File: config.mk
export PLATFORM = sky130hd
export DESIGN_NAME = ibhc_ctrl
export DESIGN_NICKNAME = d
export VERILOG_FILES = /design/src/ibhc_pkg.sv /design/src/ibhc_ctrl.sv
export SDC_FILE = /design/constraint.sdc
export NUM_CORES = 1
export LEC_CHECK = 0
export ABC_AREA = 1
export BUFFER_PORTS_ARGS = -buffer_cell sky130_fd_sc_hd__buf_2
export CORE_MARGIN = 1.5
export CORE_UTILIZATION = 48
export CTS_CLUSTER_DIAMETER = 80
export DETAILED_ROUTE_END_ITERATION = 16
export PLACE_DENSITY = 0.77
export SYNTH_ARGS = -nofsm -noshare
export SYNTH_HDL_FRONTEND = slang
export SYNTH_SLANG_ARGS = --single-unit
File: constraint.sdc
create_clock -name clk -period 1.5 [get_ports clk]
set_input_delay 0 -clock clk [delete_from_list [all_inputs] [get_ports clk]]
set_output_delay 0 -clock clk [all_outputs]
set_load 0.01 [all_outputs]
File: src/ibhc_pkg.sv
// Shared types and constants of the bed height compensation block.
package ibhc_pkg;

  localparam int MAX_POINTS = 512;
  localparam int ADDR_W     = $clog2(MAX_POINTS);
  localparam int CNT_W      = $clog2(MAX_POINTS + 1);

  // Divider sizes: normalized distance, weight and final mean
  localparam int DIST_NUM_W = 49;
  localparam int DIST_DEN_W = 31;
  localparam int DIST_Q_W   = 34;
  localparam int WGT_NUM_W  = 53;
  localparam int WGT_DEN_W  = 50;
  localparam int WGT_Q_W    = 34;
  localparam int WSUM_W     = WGT_Q_W + CNT_W;
  localparam int ACC_W      = WGT_Q_W + 32 + CNT_W;
  localparam int MEAN_Q_W   = 33;
  localparam int STEP_W     = 6;

  localparam logic [WGT_DEN_W-1:0] EPS_Q32    = WGT_DEN_W'(429497);
  localparam logic [24:0]          DIST_LIMIT = 25'h1000000;
  localparam logic [30:0]          ONE_Q16    = 31'd65536;
  localparam logic [30:0]          HALF_SIZE_RESET = 31'd19660800;

  // Operation codes
  localparam logic [1:0] OP_ADD     = 2'd0;
  localparam logic [1:0] OP_COMP    = 2'd1;
  localparam logic [1:0] OP_CLEAR   = 2'd2;

  // Configuration register indexes
  localparam logic [1:0] REG_BED_HALF_SIZE = 2'd0;
  localparam logic [1:0] REG_PROBE_HEIGHT  = 2'd1;

  typedef struct packed {
    logic [1:0]   operation;
    logic [31:0]  x_coord;
    logic [31:0]  y_coord;
    logic [31:0]  z_coord;
    logic [31:0]  probe_reading;
    logic         invert;
  } in_item_t;

  typedef struct packed {
    logic [31:0]  z_result;
    logic [31:0]  height_offset;
    logic [9:0]   point_count;
    logic         table_full;
  } out_item_t;

  typedef enum logic [3:0] {
    ST_IDLE,
    ST_EXEC,
    ST_RD,
    ST_DLOAD,
    ST_DDIV,
    ST_SQ,
    ST_WLOAD,
    ST_WDIV,
    ST_MUL,
    ST_ACC,
    ST_FLOAD,
    ST_FDIV,
    ST_ROUND,
    ST_DONE
  } state_t;

  typedef struct packed {
    logic load_in;
    logic wr_point;
    logic cnt_inc;
    logic cnt_clr;
    logic set_full;
    logic idx_clr;
    logic idx_next;
    logic dist_load;
    logic dist_step;
    logic sq;
    logic wdiv_load;
    logic wdiv_step;
    logic mul;
    logic acc;
    logic fdiv_load;
    logic fdiv_step;
    logic round;
    logic out_load;
  } cmd_t;

  typedef struct packed {
    logic [1:0] op;
    logic       table_empty;
    logic       table_full;
    logic       last_point;
    logic       out_free;
  } status_t;

endpackage

File: src/ibhc_ctrl.sv
// Sequencer of the bed height compensation block.
module ibhc_ctrl import ibhc_pkg::*; (
  input  logic    clk,
  input  logic    rst,
  input  logic    in_valid,
  output logic    in_stall,
  input  status_t stat,
  output cmd_t    cmd
);

  state_t            state, state_next;
  logic [STEP_W-1:0] step;
  logic              div_state;

  assign div_state = (state == ST_DDIV) || (state == ST_WDIV) || (state == ST_FDIV);

  // State and step counter
  always_ff @(posedge clk) begin
    if (rst) begin
      state <= ST_IDLE;
      step  <= '0;
    end else begin
      state <= state_next;
      step  <= div_state ? step + 1'b1 : '0;
    end
  end

  // Next state
  always_comb begin
    state_next = state;
    unique case (state)
      ST_IDLE:  if (in_valid) state_next = ST_EXEC;
      ST_EXEC: begin
        if (stat.op == OP_COMP && !stat.table_empty) state_next = ST_RD;
        else state_next = ST_DONE;
      end
      ST_RD:    state_next = ST_DLOAD;
      ST_DLOAD: state_next = ST_DDIV;
      ST_DDIV:  if (step == STEP_W'(DIST_Q_W - 1)) state_next = ST_SQ;
      ST_SQ:    state_next = ST_WLOAD;
      ST_WLOAD: state_next = ST_WDIV;
      ST_WDIV:  if (step == STEP_W'(WGT_Q_W - 1)) state_next = ST_MUL;
      ST_MUL:   state_next = ST_ACC;
      ST_ACC:   state_next = stat.last_point ? ST_FLOAD : ST_RD;
      ST_FLOAD: state_next = ST_FDIV;
      ST_FDIV:  if (step == STEP_W'(MEAN_Q_W - 1)) state_next = ST_ROUND;
      ST_ROUND: state_next = ST_DONE;
      ST_DONE:  if (stat.out_free) state_next = ST_IDLE;
      default:  state_next = ST_IDLE;
    endcase
  end

  // Commands
  always_comb begin
    cmd = '0;
    unique case (state)
      ST_IDLE:  cmd.load_in = in_valid;
      ST_EXEC: begin
        unique case (stat.op)
          OP_ADD: begin
            cmd.set_full = stat.table_full;
            cmd.wr_point = !stat.table_full;
            cmd.cnt_inc  = !stat.table_full;
          end
          OP_CLEAR: cmd.cnt_clr = 1'b1;
          OP_COMP:  cmd.idx_clr = 1'b1;
          default:  cmd = '0;
        endcase
      end
      ST_DLOAD: cmd.dist_load = 1'b1;
      ST_DDIV:  cmd.dist_step = 1'b1;
      ST_SQ:    cmd.sq        = 1'b1;
      ST_WLOAD: cmd.wdiv_load = 1'b1;
      ST_WDIV:  cmd.wdiv_step = 1'b1;
      ST_MUL:   cmd.mul       = 1'b1;
      ST_ACC: begin
        cmd.acc      = 1'b1;
        cmd.idx_next = !stat.last_point;
      end
      ST_FLOAD: cmd.fdiv_load = 1'b1;
      ST_FDIV:  cmd.fdiv_step = 1'b1;
      ST_ROUND: cmd.round     = 1'b1;
      ST_DONE:  cmd.out_load  = stat.out_free;
      default:  cmd = '0;
    endcase
  end

  assign in_stall = (state != ST_IDLE);

  // A divide phase never runs past the widest quotient's bit count
  assert property (@(posedge clk) disable iff (rst)
    div_state |-> step < STEP_W'(DIST_Q_W))
    else $error("divider step count overrun");

  // An accepted request holds off the next one
  assert property (@(posedge clk) disable iff (rst)
    (in_valid && !in_stall) |=> in_stall)
    else $error("second request taken while busy");

  // A result is loaded only at the end of a request
  assert property (@(posedge clk) disable iff (rst)
    cmd.out_load |-> (state == ST_DONE) && stat.out_free)
    else $error("result loaded out of turn");

endmodule

; Yosys cells after proc, flatten, opt, wreduce, memory -nomap -nowiden
; Cells that the tools add are included.
[word_totals]
reg_bits = 10
inputBits = 9
wordCells = 63
[op_classes]
n_addsub = 1
eq_ne = 22
mux = 26
bitwise_logic = 1
reduce_logical = 11
[op_table]
columns = op, count
row1 = one-hot mux 4 bit (14 select lines), 1
row2 = two-way mux 4 bit, 7
row3 = "== test 4 bit, second input constant", 6
row4 = "== test 4 x 3 -> 1 bit, second input constant", 4
row5 = two-way mux 1 bit, 16
row6 = "== test 6 bit, second input constant", 2
row7 = "== test 4 x 2 -> 1 bit, second input constant", 2
row8 = "adder 6 x 1 -> 6 bit, second input constant", 1
row9 = "inequality test 2 x 1 -> 1 bit, second input constant", 3
row10 = two-way mux 5 bit, 1
row11 = AND reduction 5 bit, 1
row12 = "== test 4 x 1 -> 1 bit, second input constant", 1
row13 = zero test 4 bit, 1
row14 = "inequality test 2 bit, second input constant", 2
row15 = nonzero test 4 bit, 1
row16 = zero test 1 bit, 3
row17 = "== test 2 x 1 -> 1 bit, second input constant", 1
row18 = "== test 2 bit, second input constant", 1
row19 = zero test 2 bit, 1
row20 = logical OR 1 bit, 2
row21 = two-way mux 2 bit, 1
row22 = OR reduction 2 bit, 1
row23 = logical AND 1 bit, 1
row24 = inverter 1 bit, 1

; Depth between registers and ports, before layout
; Gate-level depths: netlist (run 1).
[depth]
word_depth = 5
ltp_mapped = 9

; Worst setup path after synthesis (run 1)
; No wires, ideal clock.
[synth_path]
kind = register to output
from = register state[0]
to = output cmd[16] (netlist bit)
t_arrival_ns = 1.381
t_required_ns = 1.500
setup_slack_ns = 0.119
stages_incl_launch_ff = 6
path_buffers = 1
cell_sequence = dfxtp_1 -> nand2_2 -> nor2_4 -> inv_1 -> nor4_1 -> buf_4
[synth_rtl]
columns = element, line
row1 = from (decl), ibhc_ctrl.sv:11  ; state_t state, state_next;
row2 = from (signal assigned), ibhc_ctrl.sv:23  ; state <= state_next;
row3 = to (decl), ibhc_ctrl.sv:8  ; output cmd_t cmd

==> results of run 1 <==
## per-stage QoR
stage	power [mW]	hold slack (ps)	std cells	util, %
final	1.45	220	178	65.3
after global routing	1.60	270	178	65.3
after CTS	1.45	226	178	64.6
after detailed placement	1.25	229	174	62.1
after global placement	1.24	225	174	62.1
after floorplan	1.03	47.5	132	-
## what timing repair did
item	4_1_cts	5_1_grt
cloned	0	0
setup buffers	0	0
hold endpoints to repair	4	0
hold buffers	1	0
endpoints found under the setup margin	2	6
gates resized for setup	2	4
## power by group
group          switching, mW  leakage (nW)  total, mW  internal (mW)
logic                  0.532         0.457      0.840          0.308
clock network         0.0824        0.0138      0.175         0.0922
registers              0.105        0.0827      0.431          0.327
## registers in the layout (all words and copies together), names as in the netlist
register  cells
step          6
state         4
## tightest hold or removal path: stages
cell and delay (ps):
buf_2 100, inv_1 40, nor2_1 40, nor2_1 80, nand2_1 60, nand2_1 60, a21oi_1 50
## final cells by class
class / count / area [sq um]
fill: 151 / 529
multi-input combinational: 94 / 500
sequential: 10 / 205
timing repair buffer: 28 / 145
inverter: 27 / 101
clock buffer: 3 / 22.5
tap: 16 / 20.0
## cells by family (layout without fill, tap and decap cells)
family	count (synthesis)	in the layout	share of synthesized area, %
XOR/XNOR	1	1	1.10
adder cells (fa/ha/maj)	3	3	4.70
AND/OR/NAND/NOR	80	80	48.1
buffers and inverters	28	58	13.6
AO/OA/AOI/OAI	10	10	7.37
flip-flops	10	10	25.1
## metal layers
metal | share of wire (%) | GRT usage, % | vias up | routed length (microns)
met5 | 0 | 0 | - | 0
met4 | 0.74 | 6.06 | 0 | 13
met3 | 8.3 | 10.4 | 4 | 145
met2 | 46 | 33.5 | 31 | 812
met1 | 44 | 26.2 | 378 | 777
li1 | - | - | 469 | -
## path summary, 6_finish.rpt
path | cells after the start | slack (ps) | endpoint
worst max-delay path | 5 | 120 | cmd[15]
worst min-delay path | 7 | 220 | state[3]
worst max register to register | 8 | 230 | state[0]
worst min register to register | 2 | 470 | step[5]
## cell usage in the layout (no fill, tap or decap)
master         Yosys  layout
nand2_1           26      26
o21bai_2           1       1
o211ai_1           1       1
inv_2              5       5
nand3_1            8       8
dlygate4sd3_1      0       1
nor2_1            23      23
o21ai_0            1       1
nand2_2            5       5
nand3b_1           1       1
nand3_2            1       1
nor4_2             0       1
xnor2_1            1       1
dfxtp_1           10       6
dfxtp_2            0       4
nor2_2             4       3
nor3b_2            1       1
nand4_1            3       3
nor2_4             2       3
clkbuf_4           0       3
nor3_1             4       4
inv_1             22      22
a21oi_1            7       7
and2_1             1       1
buf_2              0      27
ha_1               3       3
## cell usage after synthesis, drive strengths merged
cell    count  area, sq um
xnor2       1         8.76
nand4       3         18.8
o21ai       1         5.00
buf         1         7.51
nor3b       1         12.5
nand2      31          129
and2        1         6.26
dfxtp      10          200
a21oi       7         35.0
o211ai      1         7.51
nor4        1         6.26
nand3b      1         7.51
inv        27          101
nand3       9         50.1
o21bai      1         11.3
ha          3         37.5
nor3        4         20.0
nor2       29          134
==> key figures, run 1 <==
Worst setup path
  – Startpoint Class: flip-flop
  – Buf/Inv on CP: 2
  – CP Cell Sequence: nand2_2 -> nor2_4 -> inv_1 -> nor4_2 -> buf_2
  – Crit-path slowest cell: dfxtp_2
  – CP peak stage delay: 400 ps
  – Critical path arrival: 1380 ps
  – Worst Path Max Fanout: 7
  – Family with the most delay on the worst path: simple AND/OR/NAND/NOR gates
  – WS Path Type: reg -> out
  – Crit path launch: state[0]
  – CP endpoint kind: primary output
  – Reg2reg start: state[2]
  – Worst Path Required: 1500 ps

Clock network
  – TritonCTS clock tree: yes
  – Root Driver: clkbuf_4
  – CTS H-tree depth: 1
  – Clk sinks: 10
  – Inserted Clock Buffers: 3
  – Clock-pin slew on the worst setup and hold paths: 60 ps
  – CTS Buffer Depth: 2
  – Later-pin clock latency in the skew report: 260 ps

Routing
  – Remaining DRCs: 0
  – Pre-Repair DR Iteration Count: 4
  – Detailed-route wire length: 1750 microns
  – Antenna-violating nets left: 0
  – Via Count: 882
  – Drt first-iter violations: 14
  – DR WL/cell: 9.83 microns
  – Via-per-instance ratio: 4.96

STA
  – Max transition margin: 78.1%
  – Tightest Pin Transition: 329 ps
  – Setup violators final: 0
  – Fin. Hold Viols: 0
  – RSZ-0062 raised after global routing: false
  – Setup TNS: 0 ps
  – Final Skew: 5.00 ps
  – Final Cycle Share: 91.7%
  – Fin crit period: 1380 ps
  – Maximum clock rate: 727 MHz
  – Setup ws final: 124 ps
  – Fin. max-slew vios: 0

Min path
  – Hold WC Path Type: in -> reg
  – Worst hold start: stat[1]

Placement
  – Post-DP HPWL: 1490 microns
  – Gpl congestion: 0.892
  – Placement Setup Slack: 185 ps
  – Port bufs: 27
  – Placed Area: 946 sq um

Yosys
  – Seq/Total Area, Yosys: 25.1%
  – Mapped cell area: 798 sq um
  – Mapped Avg Cell Area: 6.05 sq um
  – Net count after synthesis: 144
  – Synth Warn #: 0
  – Cell count after synthesis: 132
  – Netlist cell types: 23
  – Synth Register Bits: 10

Layout
  – Ratio of cells with drive above 1 in the final layout: 33.3%
  – Final instance area: 995 sq um
  – Diodes inserted: 0
  – Layout area overhead: 24.6%
  – Net count, final: 176

Floorplan
  – Die Wd: 43.8 microns
  – Full die area: 1920 sq um
  – I/O Pins: 28
  – Initial core utilization: 52.4%
  – Die Height: 43.8 microns
  – Area of the core: 1520 sq um
  – Core Rows: 14

Global routing
  – First-pass GRT wire length: 3080 microns
  – Initial antenna violation count: 0
  – Largest net degree at the start of global routing: 8
  – Vias in the first global route: 805
  – Total Routing Usage GR: 21.5%
  – GR Overflow Total: 0

Power and ir drop
  – Pleak: 0.553 nW
  – Worst vdd ir: 918 uV
  – Pwr dens: 1450 nW/um^2

Outcome
  – Status: complete, no violations

Job
  – MaxCap Viol Count: 0
Note: power is estimated with default switching activity, not from simulation.
==> run 2, diff against run 1 <==
==> constraint.sdc (replaced) <==
create_clock -name clk -period 1.5 [get_ports clk]
set_input_delay 0 -clock clk [delete_from_list [all_inputs] [get_ports clk]]
set_output_delay 0 -clock clk [all_outputs]
set_load 0.02 [all_outputs]
==> run 2 against run 1 <==
Effect of this change:
- worst setup slack gained 8.8 ps
- count of clock-buffer cells in the layout is the same
- routed wire length is 4.9% higher
- maximum frequency is 0.64% higher
- non-clock buffer count did not move
- register-to-register slack worse by 30 ps
- critical path depth grew 1
- final cell count is the same
==> key figures, run 2 (synthesized netlist as in run 1, its figures left out) <==
Outcome
  – Status: complete, no violations

Clock network
  – CTS H-tree depth: 1 (unchanged)
  – Post-CTS setup buffer count: 0 (unchanged)
  – Clk sinks: 10 (unchanged)
  – Clock-pin slew on the worst setup and hold paths: 60 ps (about the same)
  – Later-pin clock latency in the skew report: 260 ps (about the same)
  – Root Driver: clkbuf_4
  – CTS Buffer Depth: 2 (unchanged)
  – Inserted Clock Buffers: 3 (unchanged)
  – TritonCTS clock tree: yes

Layout
  – Final instance area: 1010 sq um (+1.6%)
  – Biggest regs: step x6, state x4
  – Layout area overhead: 26.6%
  – Ratio of cells with drive above 1 in the final layout: 34.0% (+0.62 points)
  – Max reg flops: 6 (unchanged)
  – Commonest non-fill, non-tap cell in the layout: nand2_1
  – Commonest non-fill, non-tap cells in the layout: nand2_1, buf_2, nor2_1
  – Net count, final: 176 (unchanged)
  – Most flop-heavy register: step
  – Diodes inserted: 0 (unchanged)
  – Final Core Density: 66.3% (+1.1 points)
  – Fill cell count: 133 (-12%)

Routing
  – Detailed-route wire length: 1840 microns (+4.9%)
  – Drt first-iter violations: 31 (+17)
  – Antenna-violating nets left: 0 (unchanged)
  – Via-per-instance ratio: 4.97 (+0.23%)
  – Pre-Repair DR Iteration Count: 4 (unchanged)
  – Remaining DRCs: 0 (unchanged)
  – DR WL/cell: 10.3 microns (+4.9%)
  – Via Count: 884 (+0.23%)

Worst setup path
  – Startpoint Class: flip-flop
  – Reg2reg setup slack: 200 ps (-30 ps)
  – Reg2reg start: state[1]
  – Worst Path Max Fanout: 7 (unchanged)
  – Worst Reg-to-Reg Cells: 9 (+1)
  – Critical path arrival: 1370 ps (about the same)
  – Worst Path Required: 1500 ps (about the same)
  – WS Path Type: reg -> out
  – CP endpoint kind: primary output
  – Crit path launch: state[1]
  – RR Endpoint: state[1]

Floorplan
  – I/O Pins: 28 (unchanged)
  – Full die area: 1920 sq um (unchanged)
  – Area of the core: 1520 sq um (unchanged)
  – Die Height: 43.8 microns (unchanged)
  – Die Wd: 43.8 microns (unchanged)
  – Core Rows: 14 (unchanged)
  – Initial core utilization: 52.4% (unchanged)

Power and ir drop
  – Worst vdd ir: 1020 uV (+11%)
  – Pwr dens: 1540 nW/um^2 (+6.1%)
  – Pleak: 0.555 nW (+0.33%)
  – Tot Pwr: 1.56 mW (+7.9%)

Global routing
  – Vias in the first global route: 763 (-5.2%)
  – First-pass GRT wire length: 3150 microns (+2.2%)
  – Total Routing Usage GR: 21.8% (+0.32 points)
  – Largest net degree at the start of global routing: 8 (unchanged)
  – GR Overflow Total: 0 (unchanged)
  – Initial antenna violation count: 0 (unchanged)

Min path
  – Hold WC Path Type: in -> reg
  – Hold worst-path end: state[3]
  – Worst hold start: stat[1]
  – Worst Hold Depth: 7 (unchanged)

STA
  – Setup TNS: 0 ps (unchanged)
  – RSZ-0062 raised after global routing: false
  – Fin. Hold Viols: 0 (unchanged)
  – Max transition margin: 79.1% (+0.99 points)
  – Tightest Pin Transition: 314 ps (-14.8 ps)
  – Fin crit period: 1370 ps (-8.78 ps)
  – Maximum clock rate: 731 MHz (+0.64%)
  – WHS: 213 ps (-7.61 ps)
  – Final Skew: 7.17 ps (+2.17 ps)
  – Final Cycle Share: 91.1% (-0.59 points)
  – Setup violators final: 0 (unchanged)
  – Fin. max-slew vios: 0 (unchanged)

Placement
  – Post-DP HPWL: 1490 microns (about the same)
  – Gpl congestion: 0.862 (-3.4%)
  – Port bufs: 27 (unchanged)
  – Placed Area: 952 sq um (+0.66%)

Job
  – MaxCap Viol Count: 0 (unchanged)
run 2: cell counts in the layout (fill, tap and decap cells not counted):
Identical to the previous run, type by type.
run 2: power by group:
group	leakage [nW]	switching (mW)	internal, mW
clock	0.0138	0.0821	0.0922
sequential	0.0831	0.107	0.331
combinational	0.458	0.633	0.314
run 2: what timing repair did:
item / CTS / global route
setup endpoints to repair: 3 / 4
hold buffers: 1 / 0
hold endpoints to repair: 4 / 0
gates resized for setup: 1 / 9
pin swaps: 0 / 0
gates cloned: 0 / 0
run 2: final cells by class:
class	count	area (sq um)	area share [%]
multi-input cells	94	509	50.4
well taps	16	20.0	1.98
flip-flops and latches	10	208	20.5
repair buffers	28	150	14.9
inverters	27	101	10.0
clock buffers	3	22.5	2.23
run 2: through the flow:
step,cells,setup WS (ps)
6_report,178,133
3_5_place_dp,174,169
2_1_floorplan,132,80.8
4_1_cts,178,28.7
5_1_grt,178,5.41
3_3_place_gp,174,192
run 2: worst max-delay path by stage:
stage	slack [ps]	cells after the start	to
after floorplan	80	5	cmd[16]
after global placement	190	7	state[3]
after detailed placement	170	9	state[1]
after CTS	30	6	cmd[12]
after global routing	5	7	state[0]
final	130	6	cmd[12]
run 2: routing by layer:
| layer | GRT usage, % | vias to the layer above | wire length [microns] |
|---|---|---|---|
| met3 | 7.92 | 2 | 137 |
| met5 | 0 | - | 0 |
| met2 | 33.5 | 31 | 836 |
| met1 | 30.5 | 385 | 855 |
| li1 | - | 466 | - |
| met4 | 1.82 | 0 | 6 |
run 2: critical path, stage by stage, from the launching register on:
cell,delay (ps)
dfxtp_2,360
inv_2,70
nand2_2,110
nor2_4,150
inv_2,70
nor3_1,160
buf_2,200
